===== src/hdl/spsa_pkg.sv =====
// shared types and constants of the sprite sheet frame animator
// used by the register block, the shared divider and the top level
package spsa_pkg;

    localparam int FRAME_W = 12;
    localparam int TICK_W  = 16;
    localparam int GRID_W  = 7;
    localparam int COORD_W = 17;
    localparam int ACC_W   = 29;
    localparam int SPAN_W  = 13;
    localparam int DVD_W   = 29;
    localparam int DIV_W   = 16;
    localparam int CNT_W   = 5;
    localparam int ADDR_W  = 5;
    localparam int DATA_W  = 32;
    localparam int OUT_W   = FRAME_W + 4 * COORD_W;

    localparam logic [COORD_W-1:0] ONE_Q16 = 17'h10000;

    typedef enum logic [2:0] {
        REG_FIRST_FRAME   = 3'd0,
        REG_LAST_FRAME    = 3'd1,
        REG_FRAME_TICKS   = 3'd2,
        REG_SHEET_COLUMNS = 3'd3,
        REG_SHEET_ROWS    = 3'd4
    } spsa_reg_t;

    typedef struct packed {
        logic [FRAME_W-1:0] first_frame;
        logic [FRAME_W-1:0] last_frame;
        logic [TICK_W-1:0]  frame_ticks;
        logic [GRID_W-1:0]  sheet_columns;
        logic [GRID_W-1:0]  sheet_rows;
    } spsa_cfg_t;

    typedef struct packed {
        logic [DIV_W-1:0] rem_init;
        logic [DVD_W-1:0] dividend;
        logic [CNT_W-1:0] nbits;
        logic [DIV_W-1:0] divisor;
    } spsa_div_req_t;

endpackage


===== src/hdl/spsa_cfg_regs.sv =====
// apb configuration registers of the frame animator
// depends on spsa_pkg for the register map and the config struct
module spsa_cfg_regs import spsa_pkg::*; (
    input  logic              aclk,
    input  logic              aresetn,
    input  logic              psel,
    input  logic              penable,
    input  logic              pwrite,
    input  logic [ADDR_W-1:0] paddr,
    input  logic [DATA_W-1:0] pwdata,
    output logic [DATA_W-1:0] prdata,
    output logic              pready,
    output spsa_cfg_t         cfg
);

    spsa_cfg_t cfg_reg;
    spsa_reg_t sel;

    assign sel    = spsa_reg_t'(paddr[4:2]);
    assign pready = 1'b1;
    assign cfg    = cfg_reg;

    always_ff @(posedge aclk) begin
        if (!aresetn) begin
            cfg_reg.first_frame   <= '0;
            cfg_reg.last_frame    <= '0;
            cfg_reg.frame_ticks   <= 16'd1;
            cfg_reg.sheet_columns <= 7'd1;
            cfg_reg.sheet_rows    <= 7'd1;
        end else if (psel && penable && pwrite) begin
            case (sel)
                REG_FIRST_FRAME:   cfg_reg.first_frame   <= pwdata[FRAME_W-1:0];
                REG_LAST_FRAME:    cfg_reg.last_frame    <= pwdata[FRAME_W-1:0];
                REG_FRAME_TICKS:   cfg_reg.frame_ticks   <= pwdata[TICK_W-1:0];
                REG_SHEET_COLUMNS: cfg_reg.sheet_columns <= pwdata[GRID_W-1:0];
                REG_SHEET_ROWS:    cfg_reg.sheet_rows    <= pwdata[GRID_W-1:0];
                default: ;
            endcase
        end
    end

    always_comb begin
        case (sel)
            REG_FIRST_FRAME:   prdata = DATA_W'(cfg_reg.first_frame);
            REG_LAST_FRAME:    prdata = DATA_W'(cfg_reg.last_frame);
            REG_FRAME_TICKS:   prdata = DATA_W'(cfg_reg.frame_ticks);
            REG_SHEET_COLUMNS: prdata = DATA_W'(cfg_reg.sheet_columns);
            REG_SHEET_ROWS:    prdata = DATA_W'(cfg_reg.sheet_rows);
            default:           prdata = '0;
        endcase
    end

endmodule


===== src/hdl/spsa_div_unit.sv =====
// shared restoring divider, one quotient bit per cycle
// depends on spsa_pkg for the request struct and widths
module spsa_div_unit import spsa_pkg::*; (
    input  logic             aclk,
    input  logic             aresetn,
    input  logic             start,
    input  spsa_div_req_t    req,
    output logic             busy,
    output logic             done,
    output logic [DVD_W-1:0] quotient,
    output logic [DIV_W-1:0] remainder
);

    logic             busy_reg;
    logic             done_reg;
    logic [CNT_W-1:0] cnt_reg;
    logic [DIV_W-1:0] rem_reg;
    logic [DIV_W-1:0] rem_next;
    logic [DVD_W-1:0] dvd_reg;
    logic [DVD_W-1:0] quo_reg;
    logic [DIV_W-1:0] dsr_reg;
    logic [DIV_W:0]   rem_sh;
    logic [DIV_W:0]   rem_sub;
    logic             fits;

    always_comb begin
        rem_sh   = {rem_reg, dvd_reg[DVD_W-1]};
        rem_sub  = rem_sh - {1'b0, dsr_reg};
        fits     = rem_sh >= {1'b0, dsr_reg};
        rem_next = fits ? rem_sub[DIV_W-1:0] : rem_sh[DIV_W-1:0];
    end

    always_ff @(posedge aclk) begin
        if (!aresetn) begin
            busy_reg <= 1'b0;
            done_reg <= 1'b0;
            cnt_reg  <= '0;
        end else begin
            done_reg <= 1'b0;
            if (start) begin
                busy_reg <= 1'b1;
                cnt_reg  <= req.nbits;
                rem_reg  <= req.rem_init;
                dvd_reg  <= req.dividend;
                dsr_reg  <= req.divisor;
                quo_reg  <= '0;
            end else if (busy_reg) begin
                rem_reg <= rem_next;
                dvd_reg <= {dvd_reg[DVD_W-2:0], 1'b0};
                quo_reg <= {quo_reg[DVD_W-2:0], fits};
                cnt_reg <= cnt_reg - 1'b1;
                if (cnt_reg == CNT_W'(1)) begin
                    busy_reg <= 1'b0;
                    done_reg <= 1'b1;
                end
            end
        end
    end

    assign busy      = busy_reg;
    assign done      = done_reg;
    assign quotient  = quo_reg;
    assign remainder = rem_reg;

endmodule


===== src/hdl/sprite_sheet_frame_animator.sv =====
// sprite sheet frame animator: one item in, one texture rectangle out
// the shared divider does the work in order: time / frame_ticks, the row and column split,
// then one division per coordinate (skipped when a coordinate saturates); a new item is
// taken only when the sequencer is back in idle, and the next item is taken while the
// previous result waits for m_tready
// synchronous active-low reset clears the accumulator and the sequencer and loads the register defaults
module sprite_sheet_frame_animator import spsa_pkg::*; #(
    parameter int MAX_GRID = 64
) (
    input  logic              aclk,
    input  logic              aresetn,
    input  logic              psel,
    input  logic              penable,
    input  logic              pwrite,
    input  logic [ADDR_W-1:0] paddr,
    input  logic [DATA_W-1:0] pwdata,
    output logic [DATA_W-1:0] prdata,
    output logic              pready,
    input  logic              s_tvalid,
    output logic              s_tready,
    input  logic [15:0]       s_tdata,  // elapsed_ticks
    output logic              m_tvalid,
    input  logic              m_tready,
    output logic [OUT_W-1:0]  m_tdata   // frame_index, u_start, v_start, u_end, v_end
);

    localparam int GW = $clog2(MAX_GRID + 1);

    typedef enum logic [3:0] {
        ST_IDLE, ST_LEN, ST_WRAP, ST_DIVT, ST_IDX, ST_DIVRC, ST_RAT, ST_RWAIT, ST_FINISH
    } st_t;

    spsa_cfg_t         cfg;
    spsa_div_req_t     div_req_reg, div_req_next;
    logic              div_start_reg, div_start_next;
    logic              div_busy, div_done;
    logic [DVD_W-1:0]  div_q;
    logic [DIV_W-1:0]  div_r;

    st_t               state_reg, state_next;
    logic [TICK_W-1:0] dt_reg, dt_next;
    logic [ACC_W-1:0]  acc_reg, acc_next;
    logic [ACC_W-1:0]  len_reg, len_next;
    logic [FRAME_W-1:0] idx_reg, idx_next;
    logic [FRAME_W-1:0] row_reg, row_next;
    logic [GW-1:0]     col_reg, col_next;
    logic [1:0]        sel_reg, sel_next;
    logic [COORD_W-1:0] rat_reg [4];
    logic [COORD_W-1:0] rat_next [4];
    logic              m_tvalid_reg, m_tvalid_next;
    logic [OUT_W-1:0]  m_tdata_reg, m_tdata_next;

    logic [TICK_W-1:0] ft;
    logic [GW-1:0]     cols, rows;
    logic [SPAN_W-1:0] span;
    logic [ACC_W-1:0]  wrapped;
    logic [SPAN_W-1:0] rat_n, rat_d;

    spsa_cfg_regs u_cfg (
        .aclk    (aclk),
        .aresetn (aresetn),
        .psel    (psel),
        .penable (penable),
        .pwrite  (pwrite),
        .paddr   (paddr),
        .pwdata  (pwdata),
        .prdata  (prdata),
        .pready  (pready),
        .cfg     (cfg)
    );

    spsa_div_unit u_div (
        .aclk      (aclk),
        .aresetn   (aresetn),
        .start     (div_start_reg),
        .req       (div_req_reg),
        .busy      (div_busy),
        .done      (div_done),
        .quotient  (div_q),
        .remainder (div_r)
    );

    always_comb begin
        ft = (cfg.frame_ticks == '0) ? TICK_W'(1) : cfg.frame_ticks;
        if (cfg.sheet_columns == '0) begin
            cols = GW'(1);
        end else if (32'(cfg.sheet_columns) > 32'(MAX_GRID)) begin
            cols = GW'(MAX_GRID);
        end else begin
            cols = GW'(cfg.sheet_columns);
        end
        if (cfg.sheet_rows == '0) begin
            rows = GW'(1);
        end else if (32'(cfg.sheet_rows) > 32'(MAX_GRID)) begin
            rows = GW'(MAX_GRID);
        end else begin
            rows = GW'(cfg.sheet_rows);
        end
        if (cfg.last_frame >= cfg.first_frame) begin
            span = SPAN_W'(cfg.last_frame) - SPAN_W'(cfg.first_frame) + SPAN_W'(1);
        end else begin
            span = SPAN_W'(1);
        end
        wrapped = (acc_reg >= len_reg) ? '0 : acc_reg;
        case (sel_reg)
            2'd0: begin
                rat_n = SPAN_W'(col_reg);
                rat_d = SPAN_W'(cols);
            end
            2'd1: begin
                rat_n = SPAN_W'(row_reg);
                rat_d = SPAN_W'(rows);
            end
            2'd2: begin
                rat_n = SPAN_W'(col_reg) + SPAN_W'(1);
                rat_d = SPAN_W'(cols);
            end
            default: begin
                rat_n = SPAN_W'(row_reg) + SPAN_W'(1);
                rat_d = SPAN_W'(rows);
            end
        endcase
    end

    always_comb begin
        state_next     = state_reg;
        dt_next        = dt_reg;
        acc_next       = acc_reg;
        len_next       = len_reg;
        idx_next       = idx_reg;
        row_next       = row_reg;
        col_next       = col_reg;
        sel_next       = sel_reg;
        rat_next       = rat_reg;
        div_start_next = 1'b0;
        div_req_next   = div_req_reg;
        m_tvalid_next  = m_tvalid_reg && !m_tready;
        m_tdata_next   = m_tdata_reg;
        case (state_reg)
            ST_IDLE: begin
                if (s_tvalid) begin
                    dt_next    = s_tdata;
                    state_next = ST_LEN;
                end
            end
            ST_LEN: begin
                len_next   = ACC_W'(span) * ACC_W'(ft);
                state_next = ST_WRAP;
            end
            ST_WRAP: begin
                acc_next              = wrapped + ACC_W'(dt_reg);
                div_req_next.rem_init = '0;
                div_req_next.dividend = DVD_W'(wrapped);
                div_req_next.nbits    = CNT_W'(ACC_W);
                div_req_next.divisor  = ft;
                div_start_next        = 1'b1;
                state_next            = ST_DIVT;
            end
            ST_DIVT: begin
                if (div_done) begin
                    idx_next   = div_q[FRAME_W-1:0] + cfg.first_frame;
                    state_next = ST_IDX;
                end
            end
            ST_IDX: begin
                div_req_next.rem_init = '0;
                div_req_next.dividend = {idx_reg, {(DVD_W-FRAME_W){1'b0}}};
                div_req_next.nbits    = CNT_W'(FRAME_W);
                div_req_next.divisor  = DIV_W'(cols);
                div_start_next        = 1'b1;
                state_next            = ST_DIVRC;
            end
            ST_DIVRC: begin
                if (div_done) begin
                    row_next   = div_q[FRAME_W-1:0];
                    col_next   = div_r[GW-1:0];
                    sel_next   = 2'd0;
                    state_next = ST_RAT;
                end
            end
            ST_RAT: begin
                if (rat_n >= rat_d) begin
                    rat_next[sel_reg] = ONE_Q16;
                    sel_next          = sel_reg + 2'd1;
                    state_next        = (sel_reg == 2'd3) ? ST_FINISH : ST_RAT;
                end else begin
                    div_req_next.rem_init = DIV_W'(rat_n);
                    div_req_next.dividend = '0;
                    div_req_next.nbits    = CNT_W'(16);
                    div_req_next.divisor  = DIV_W'(rat_d);
                    div_start_next        = 1'b1;
                    state_next            = ST_RWAIT;
                end
            end
            ST_RWAIT: begin
                if (div_done) begin
                    rat_next[sel_reg] = div_q[COORD_W-1:0];
                    sel_next          = sel_reg + 2'd1;
                    state_next        = (sel_reg == 2'd3) ? ST_FINISH : ST_RAT;
                end
            end
            ST_FINISH: begin
                if (!m_tvalid_reg || m_tready) begin
                    m_tvalid_next = 1'b1;
                    m_tdata_next  = {rat_reg[3], rat_reg[2], rat_reg[1], rat_reg[0], idx_reg};
                    state_next    = ST_IDLE;
                end
            end
            default: state_next = ST_IDLE;
        endcase
    end

    always_ff @(posedge aclk) begin
        if (!aresetn) begin
            state_reg     <= ST_IDLE;
            acc_reg       <= '0;
            div_start_reg <= 1'b0;
            m_tvalid_reg  <= 1'b0;
            len_reg       <= '0;
        end else begin
            state_reg     <= state_next;
            acc_reg       <= acc_next;
            div_start_reg <= div_start_next;
            m_tvalid_reg  <= m_tvalid_next;
            len_reg       <= len_next;
            dt_reg        <= dt_next;
            idx_reg       <= idx_next;
            row_reg       <= row_next;
            col_reg       <= col_next;
            sel_reg       <= sel_next;
            rat_reg       <= rat_next;
            div_req_reg   <= div_req_next;
            m_tdata_reg   <= m_tdata_next;
        end
    end

    assign s_tready = (state_reg == ST_IDLE);
    assign m_tvalid = m_tvalid_reg;
    assign m_tdata  = m_tdata_reg;

    // the divider is never restarted while it is still iterating
    a_start_idle: assert property (@(posedge aclk) disable iff (!aresetn)
        div_start_reg |-> !div_busy)
        else $error("divider started while busy");

    // a division result only arrives while the sequencer waits for one
    a_done_wait: assert property (@(posedge aclk) disable iff (!aresetn)
        div_done |-> (state_reg == ST_DIVT || state_reg == ST_DIVRC || state_reg == ST_RWAIT))
        else $error("divider result outside a wait state");

    // the rectangle is never inverted
    a_rect_order: assert property (@(posedge aclk) disable iff (!aresetn)
        m_tvalid |-> (m_tdata[62:46] >= m_tdata[28:12]) && (m_tdata[79:63] >= m_tdata[45:29]))
        else $error("texture rectangle inverted");

endmodule


===== config.mk =====
export PLATFORM = sky130hd
export DESIGN_NAME = sprite_sheet_frame_animator
export DESIGN_NICKNAME = d
export VERILOG_FILES = /design/src/hdl/spsa_pkg.sv /design/src/hdl/spsa_cfg_regs.sv /design/src/hdl/spsa_div_unit.sv /design/src/hdl/sprite_sheet_frame_animator.sv
export SDC_FILE = /design/constraint.sdc
export NUM_CORES = 1
export LEC_CHECK = 0
export BUFFER_PORTS_ARGS = -buffer_cell sky130_fd_sc_hd__buf_4
export CORE_MARGIN = 5
export CORE_UTILIZATION = 45
export CTS_BUF_LIST = sky130_fd_sc_hd__clkbuf_8
export DETAILED_ROUTE_END_ITERATION = 8
export GPL_TIMING_DRIVEN = 0
export PLACE_DENSITY = 0.61
export SETUP_SLACK_MARGIN = 0.5
export SLEW_MARGIN = 25
export SYNTH_ARGS = -nofsm -noshare
export SYNTH_HDL_FRONTEND = slang
export SYNTH_SLANG_ARGS = --single-unit

===== constraint.sdc =====
create_clock -name aclk -period 11.54 [get_ports aclk]
set_clock_uncertainty 0.1 [all_clocks]
set_input_delay 0.577 -clock aclk [delete_from_list [all_inputs] [get_ports aclk]]
set_output_delay 0.577 -clock aclk [all_outputs]
set_load 0.02 [all_outputs]

==> impl_metrics.yaml, run 1 <==
run_status:
  outcome: "finished clean"
floorplanning:
  io-pin-count: 175
  dieHeight_um: 265.5
  start_util_pct: 45.49
  placement_rows: 93
  floorplan.die_area_um2: 70490
  chipWidth_um: 265.5
  fp.coreArea_um2: 64580
timing:
  fin_worst_hold_slack_ns: 0.05612
  report.final.slew_viol_count: 0
  period_share_pct: 77.56
  report.final.setup_viol: 0
  finalHoldViolCount: 0
  min_period_ns: 8.951
  tightest_slew_ns: 0.9298
  setup_total_negative_slack_ns: 0
  fmax_mhz: 111.7
  slew-limit-headroom_pct: 37.57
  rsz_0062_raised_after_global_routing: "no"
synthesis:
  syn_avg_cell_area_um2: 10.03
  yosysMostFrequentCell: "nand2_1"
  number_of_enable_flip_flop_cells_after_synthesis: 336
  post-synth-top-area-cell: "edfxtp_1"
  synth.ff_latch_count: 461
  synth_top_area_cells: "edfxtp_1, fa_1, dfxtp_1"
  synth_ff_type: "edfxtp_1"
  synth_top_cells_by_count: "nand2_1, edfxtp_1, inv_1"
  yosysWarnings: 0
  synthArstFlopShare_pct: 0
  area_share_of_the_leading_cell_type_in_the_synthesized_netlist_pct: 34.35
  syn-instance-count: 2928
  ys_seq_area_share_pct: 42.86
  synth_cell_types: 88
  synth.cell_area_um2: 29380
finish:
  area_growth_pct: 14.60
  drive_gt1_share_pct: 10.94
  largest_register_ffs: 80
  final_nets: 3609
  fin_cells: 4119
  final_core_util_pct: 52.13
power:
  p_sw_share_pct: 29.73
  share_comb_of_total_power_pct: 16.8
  seq_power_share_pct: 46.1
  cellPowerDensity_nw_per_um2: 122.1
  cellLeakagePower_nw: 13.84
  max-vdd-ir-drop_mv: 0.07095
  clkPwrFrac_pct: 37.1
  internal_power_w: 0.002889
  netSwitchingPower_w: 0.001222
clock_tree:
  cts_htree_levels: 3
  path_clk_slew_ns: 0.06
  root_buffer_master: "clkbuf_8"
  cts_hold_buffers: 21
  cts_tree: "done"
  post_cts.resized_instances: 0
  cts_buffer_depth: 3
  cts.repair_timing.setup_buffer_count: 0
  clk_latency_ns: 0.69
  clk_sink_count: 461
  cts-buffers-inserted: 78
worst_setup_path:
  path_max_fanout: 10
  critPathTopFamily: "adder cells"
  cp_slowest_cell: "fa_1"
  timing_worst_setup_path_type: "register to register"
  critical_path_arrival_ns: 9.39
  critPathLaunchType: "register"
  startpoint: "u_cfg.cfg[31]$_SDFFE_PN0P_"
  worst_ep_required_time_ns: 11.98
  setup.reg_to_reg.worst_slack_ns: 2.59
  timing.rr.start: "u_cfg.cfg[31]$_SDFFE_PN0P_"
  critical-path-top-cell-by-count: "fa_1"
  cp_num_buf_inv: 6
  rr_worst_depth: 31
  critical_path.reg2reg.endpoint: "len_reg[27]$_SDFFE_PN0P_"
  path_depth: 31
  worst_setup_path_end_kind: "register"
  cp-endpoint: "len_reg[27]$_SDFFE_PN0P_"
  cp_slowest_stage_delay_ns: 0.58
place:
  place.gp.congestion: 0.9379
  dp_hpwl_um: 66670
  placed_cells_incl_taps: 3954
  port_buffers: 138
routing:
  firstDrtPassIters: 6
  route.final.wire_length_um: 85920
  routed_via_density: 5.550
  via_total_after_detailed_routing: 22862
  antenna_violating_nets_post_route: 0
  detail_route.iter0.violations: 1863
  drc: 0
  routedWlPerCell_um: 20.86
global_routing:
  gr-usage-met3_pct: 3.422
  number_of_global_route_vias_before_repair: 22668
  grt-busiest-layer: "met2"
  antenna_found_initial: 4
  grt.overflow.total: 0
  pin_count_of_the_biggest_net_entering_global_routing: 30
  grtUsageTotal_pct: 23.88
  grt.met1_usage_pct: 33.53
  grt_pass1_wl_um: 132200
  grt_use_met2_pct: 38.39
hold_path:
  worst_hold_path_type: "input pin to register"
job:
  drv.max_cap_violation_count: 0
==> per-layer routing <==
layer	vias up	part of all wire (%)	wire length (µm)
met4	2	3.0	2549
met2	872	47	39980
met1	11224	43	37340
met5	-	0.015	13
li1	10615	-	-
met3	149	7.0	6038
==> cells in the final DEF (no fill, tap or decap), types with 26 or more instances in the layout <==
cell	Yosys	routed
and2_1	57	57
nor2b_1	52	52
clkbuf_1	133	132
o21ai_0	120	120
mux2i_1	52	52
nor2_1	157	154
mux2_2	32	32
nor3_1	34	32
buf_4	18	160
and3_1	70	70
nand4_1	27	27
nand3_1	134	134
clkbuf_8	0	82
xnor2_1	46	46
ha_1	186	186
a21oi_1	159	155
nand2b_1	26	26
nand2_1	390	390
dfxtp_1	125	125
edfxtp_1	336	336
fa_1	163	163
xor2_1	30	30
inv_1	309	324
==> layout make-up <==
class	count	area, µm²
clock buffers	82	1129
well taps	855	1070
clock inverters	61	485.5
multi-input cells	2004	15030
repair buffers	177	1483
diodes	1	2.502
inverters	309	1160
fillers	5882	30920
flip-flops and latches	461	12590
plain buffers	169	718.2
==> power groups by stage <==
stage	sequential [W]	combinational [W]	clock [W]
after floorplan	0.00191	0.000458	0
after global placement	0.00193	0.000644	0
after detailed placement	0.00193	0.000675	0
after CTS	0.00189	0.000684	0.00156
after global routing	0.00190	0.000756	0.00163
final	0.00189	0.000690	0.00153
==> worst min path at each step <==
stage	from	end	slack [ns]	cells past startpoint
2_1_floorplan	div_req_reg[0]$_DFFE_PP_	u_div.dsr_reg[0]$_DFFE_PP_	0.30	0
3_3_place_gp	div_req_reg[15]$_SDFFCE_PN0P_	u_div.dsr_reg[15]$_DFFE_PP_	0.30	0
3_5_place_dp	div_req_reg[15]$_SDFFCE_PN0P_	u_div.dsr_reg[15]$_DFFE_PP_	0.31	0
4_1_cts	pwdata[13]	u_cfg.cfg[27]$_SDFFE_PN0P_	0.004	3
5_1_grt	pwdata[12]	u_cfg.cfg[26]$_SDFFE_PN0P_	0.04	3
6_report	pwdata[13]	u_cfg.cfg[27]$_SDFFE_PN0P_	0.06	3
==> metrics by stage <==
step / power, W / instance area [µm²] / setup WS [ns]
CTS: 0.004135 / 33660 / 2.605
global route: 0.004288 / 33660 / 1.969
global placement: 0.002579 / 31540 / 0.7843
finish: 0.004111 / 33660 / 2.589
floorplan: 0.002364 / 29430 / 3.423
detailed placement: 0.002602 / 31840 / 2.727
==> tightest hold or removal path: stages <==
cell and delay, ns:
buf_4 0.11, nand2_1 0.05, a21oi_1 0.05
==> cell families (layout without fill, tap and decap cells) <==
kind of cell,count (synthesis),count (layout),share of synthesized area [%]
and+or+nand+nor,1011,1011,16.41
other,2,18,0.02556
adders and majority gates,349,349,19.03
xor gates and xnor gates,76,76,2.266
AOI/OAI and AO/OA,467,467,10.01
buffers and inverters,478,798,6.389
DFF,461,461,42.86
muxes,84,84,2.998
(Power assumes the default switching activity.)
==> run 2, diff against run 1 <==
Clock period 11.54 ns to 8.82 ns, I/O delays scaled along.
==> run 2 against run 1 <==
Against the previous run:
- power increased by 32%
- critical path depth decreased by 2
- sequential power increased by 31%
- non-clock buffer count increased by 23
- clock power increased by 31%
- fmax increased by 11%
- design area increased by 1.5%
- cell count increased by 0.56%
- setup slack got worse by 1.8 ns
- largest power group unchanged
- highest routed layer unchanged
==> impl_metrics.yaml, run 2 (same netlist as run 1, synthesis figures left out) <==
floorplanning:
  start_util_pct: 45.49
  dieHeight_um: 265.5
  chipWidth_um: 265.5
  floorplan.die_area_um2: 70490
  fp.coreArea_um2: 64580
  placement_rows: 93
  io-pin-count: 175
worst_setup_path:
  cp_slowest_cell: "fa_1"
  critPathTopFamily: "adder cells"
  worst_setup_path_end_kind: "register"
  cp_slowest_stage_delay_ns: 0.55
  startpoint: "u_cfg.cfg[44]$_SDFFE_PN0P_"
  cp_num_buf_inv: 6
  path_max_fanout: 9
  timing.rr.start: "u_cfg.cfg[44]$_SDFFE_PN0P_"
  timing_worst_setup_path_type: "register to register"
  critical_path_arrival_ns: 8.50
  worst_ep_required_time_ns: 9.26
  critPathLaunchType: "register"
power:
  max-vdd-ir-drop_mv: 0.09255
  report.power.total_w: 0.005414
  cellPowerDensity_nw_per_um2: 158.4
  cellLeakagePower_nw: 14.03
timing:
  finalHoldViolCount: 0
  slew-limit-headroom_pct: 36.10
  fin_worst_hold_slack_ns: 0.06375
  fmax_mhz: 124.1
  report.final.slew_viol_count: 0
  tightest_slew_ns: 0.9586
  report.final.setup_viol: 0
  min_period_ns: 8.060
  period_share_pct: 91.38
  rsz_0062_raised_after_global_routing: "yes"
finish:
  seqCellArea_um2: 12590
  fillers: 5843
  most-common-layout-cells: "nand2_1, edfxtp_1, inv_1"
  layout.cells.most_common: "nand2_1"
  final_nets: 3632
  area_growth_pct: 16.37
  largest_register_ffs: 80
  area_taken_by_multi_input_logic_gates_um2: 15320
  drive_gt1_share_pct: 12.54
  final_core_util_pct: 52.93
hold_path:
  worst_hold_path_type: "input pin to register"
  hold_path_startpoint: "paddr[3]"
global_routing:
  pin_count_of_the_biggest_net_entering_global_routing: 30
  grt.overflow.total: 0
  grt_pass1_wl_um: 132800
  antenna_found_initial: 4
  number_of_global_route_vias_before_repair: 22846
  grtUsageTotal_pct: 23.96
routing:
  drc: 0
  firstDrtPassIters: 6
  routed_via_density: 5.535
  routedWlPerCell_um: 20.90
  route.final.wire_length_um: 86560
  antenna_violating_nets_post_route: 0
  detail_route.iter0.violations: 1851
  via_total_after_detailed_routing: 22928
clock_tree:
  path_clk_slew_ns: 0.07
  clk_sink_count: 461
  cts_tree: "done"
  cts_buffer_depth: 3
  clk_latency_ns: 0.69
  cts_htree_levels: 3
  root_buffer_master: "clkbuf_8"
  cts-buffers-inserted: 78
run_status:
  outcome: "finished clean"
place:
  dp_hpwl_um: 66670
  port_buffers: 138
  place.gp.congestion: 0.9379
job:
  drv.max_cap_violation_count: 0
[run 2: cell types whose count changed in the layout (fill, tap and decap cells not counted), sizes merged]
| cell | delta |
|---|---|
| dlygate4sd3 | +11 |
| buf | +13 |
| clkbuf | -1 |
[run 2: through the flow]
step | instances | cell area (µm²) | setup TNS, ns | setup WS (ns)
final | 4142 | 34190 | 0 | 0.7600
after global routing | 4142 | 34190 | 0 | 0.4492
after CTS | 4135 | 33920 | 0 | 0.4859
after detailed placement | 3954 | 31840 | 0 | 0.006557
after global placement | 3936 | 31540 | -117.70 | -1.936
after floorplan | 2943 | 29430 | 0 | 0.7032
[run 2: path summary, 6_finish.rpt]
| kind | endpoint | slack (ns) | cells past startpoint |
|---|---|---|---|
| worst min register to register | u_div.dsr_reg[7]$_DFFE_PP_ | 0.31 | 0 |
| worst max register to register | len_reg[25]$_SDFFE_PN0P_ | 0.76 | 29 |
| worst min-delay path | u_cfg.cfg[42]$_SDFFE_PN0P_ | 0.06 | 4 |
| worst max-delay path | len_reg[25]$_SDFFE_PN0P_ | 0.76 | 29 |
[run 2: repair_timing]
action / CTS / global route
buffers inserted: 6 / 6
setup endpoints to repair: 12 / 13
endpoints found under the hold margin: 70 / 0
pin swaps: 6 / 12
gates resized for setup: 22 / 50
hold buffers: 32 / 0
[run 2: area by class of cell]
class,instances,share of cell area (%)
Tap cell,855,3.129
Antenna cell,1,0.007320
Multi-Input combinational cell,2004,44.82
Clock inverter,61,1.420
Sequential cell,461,36.84
Timing Repair Buffer,200,4.923
Clock buffer,82,3.301
Buffer,169,2.163
Inverter,309,3.393
[run 2: worst min-delay path, stage by stage]
cell,delay (ns)
buf_4,0.13
nor4_1,0.08
nand2_1,0.08
a21oi_1,0.06
[run 2: per-layer routing]
metal  GRT usage, %  wire [µm]  vias up
li1               -          -    10659
met1          33.46      37710    11246
met2          38.67      40180      864
met3          3.496       5896      157
met4          8.084       2756        2
met5              0         13        -
[run 2: power by group]
group / leakage (nW) / internal (W) / switching [W] / total [W]
combinational: 9.10 / 0.000327 / 0.000608 / 0.000935
clock: 0.884 / 0.00106 / 0.000937 / 0.00200
sequential: 4.05 / 0.00241 / 0.0000663 / 0.00248
total: 14.0 / 0.00380 / 0.00161 / 0.00541
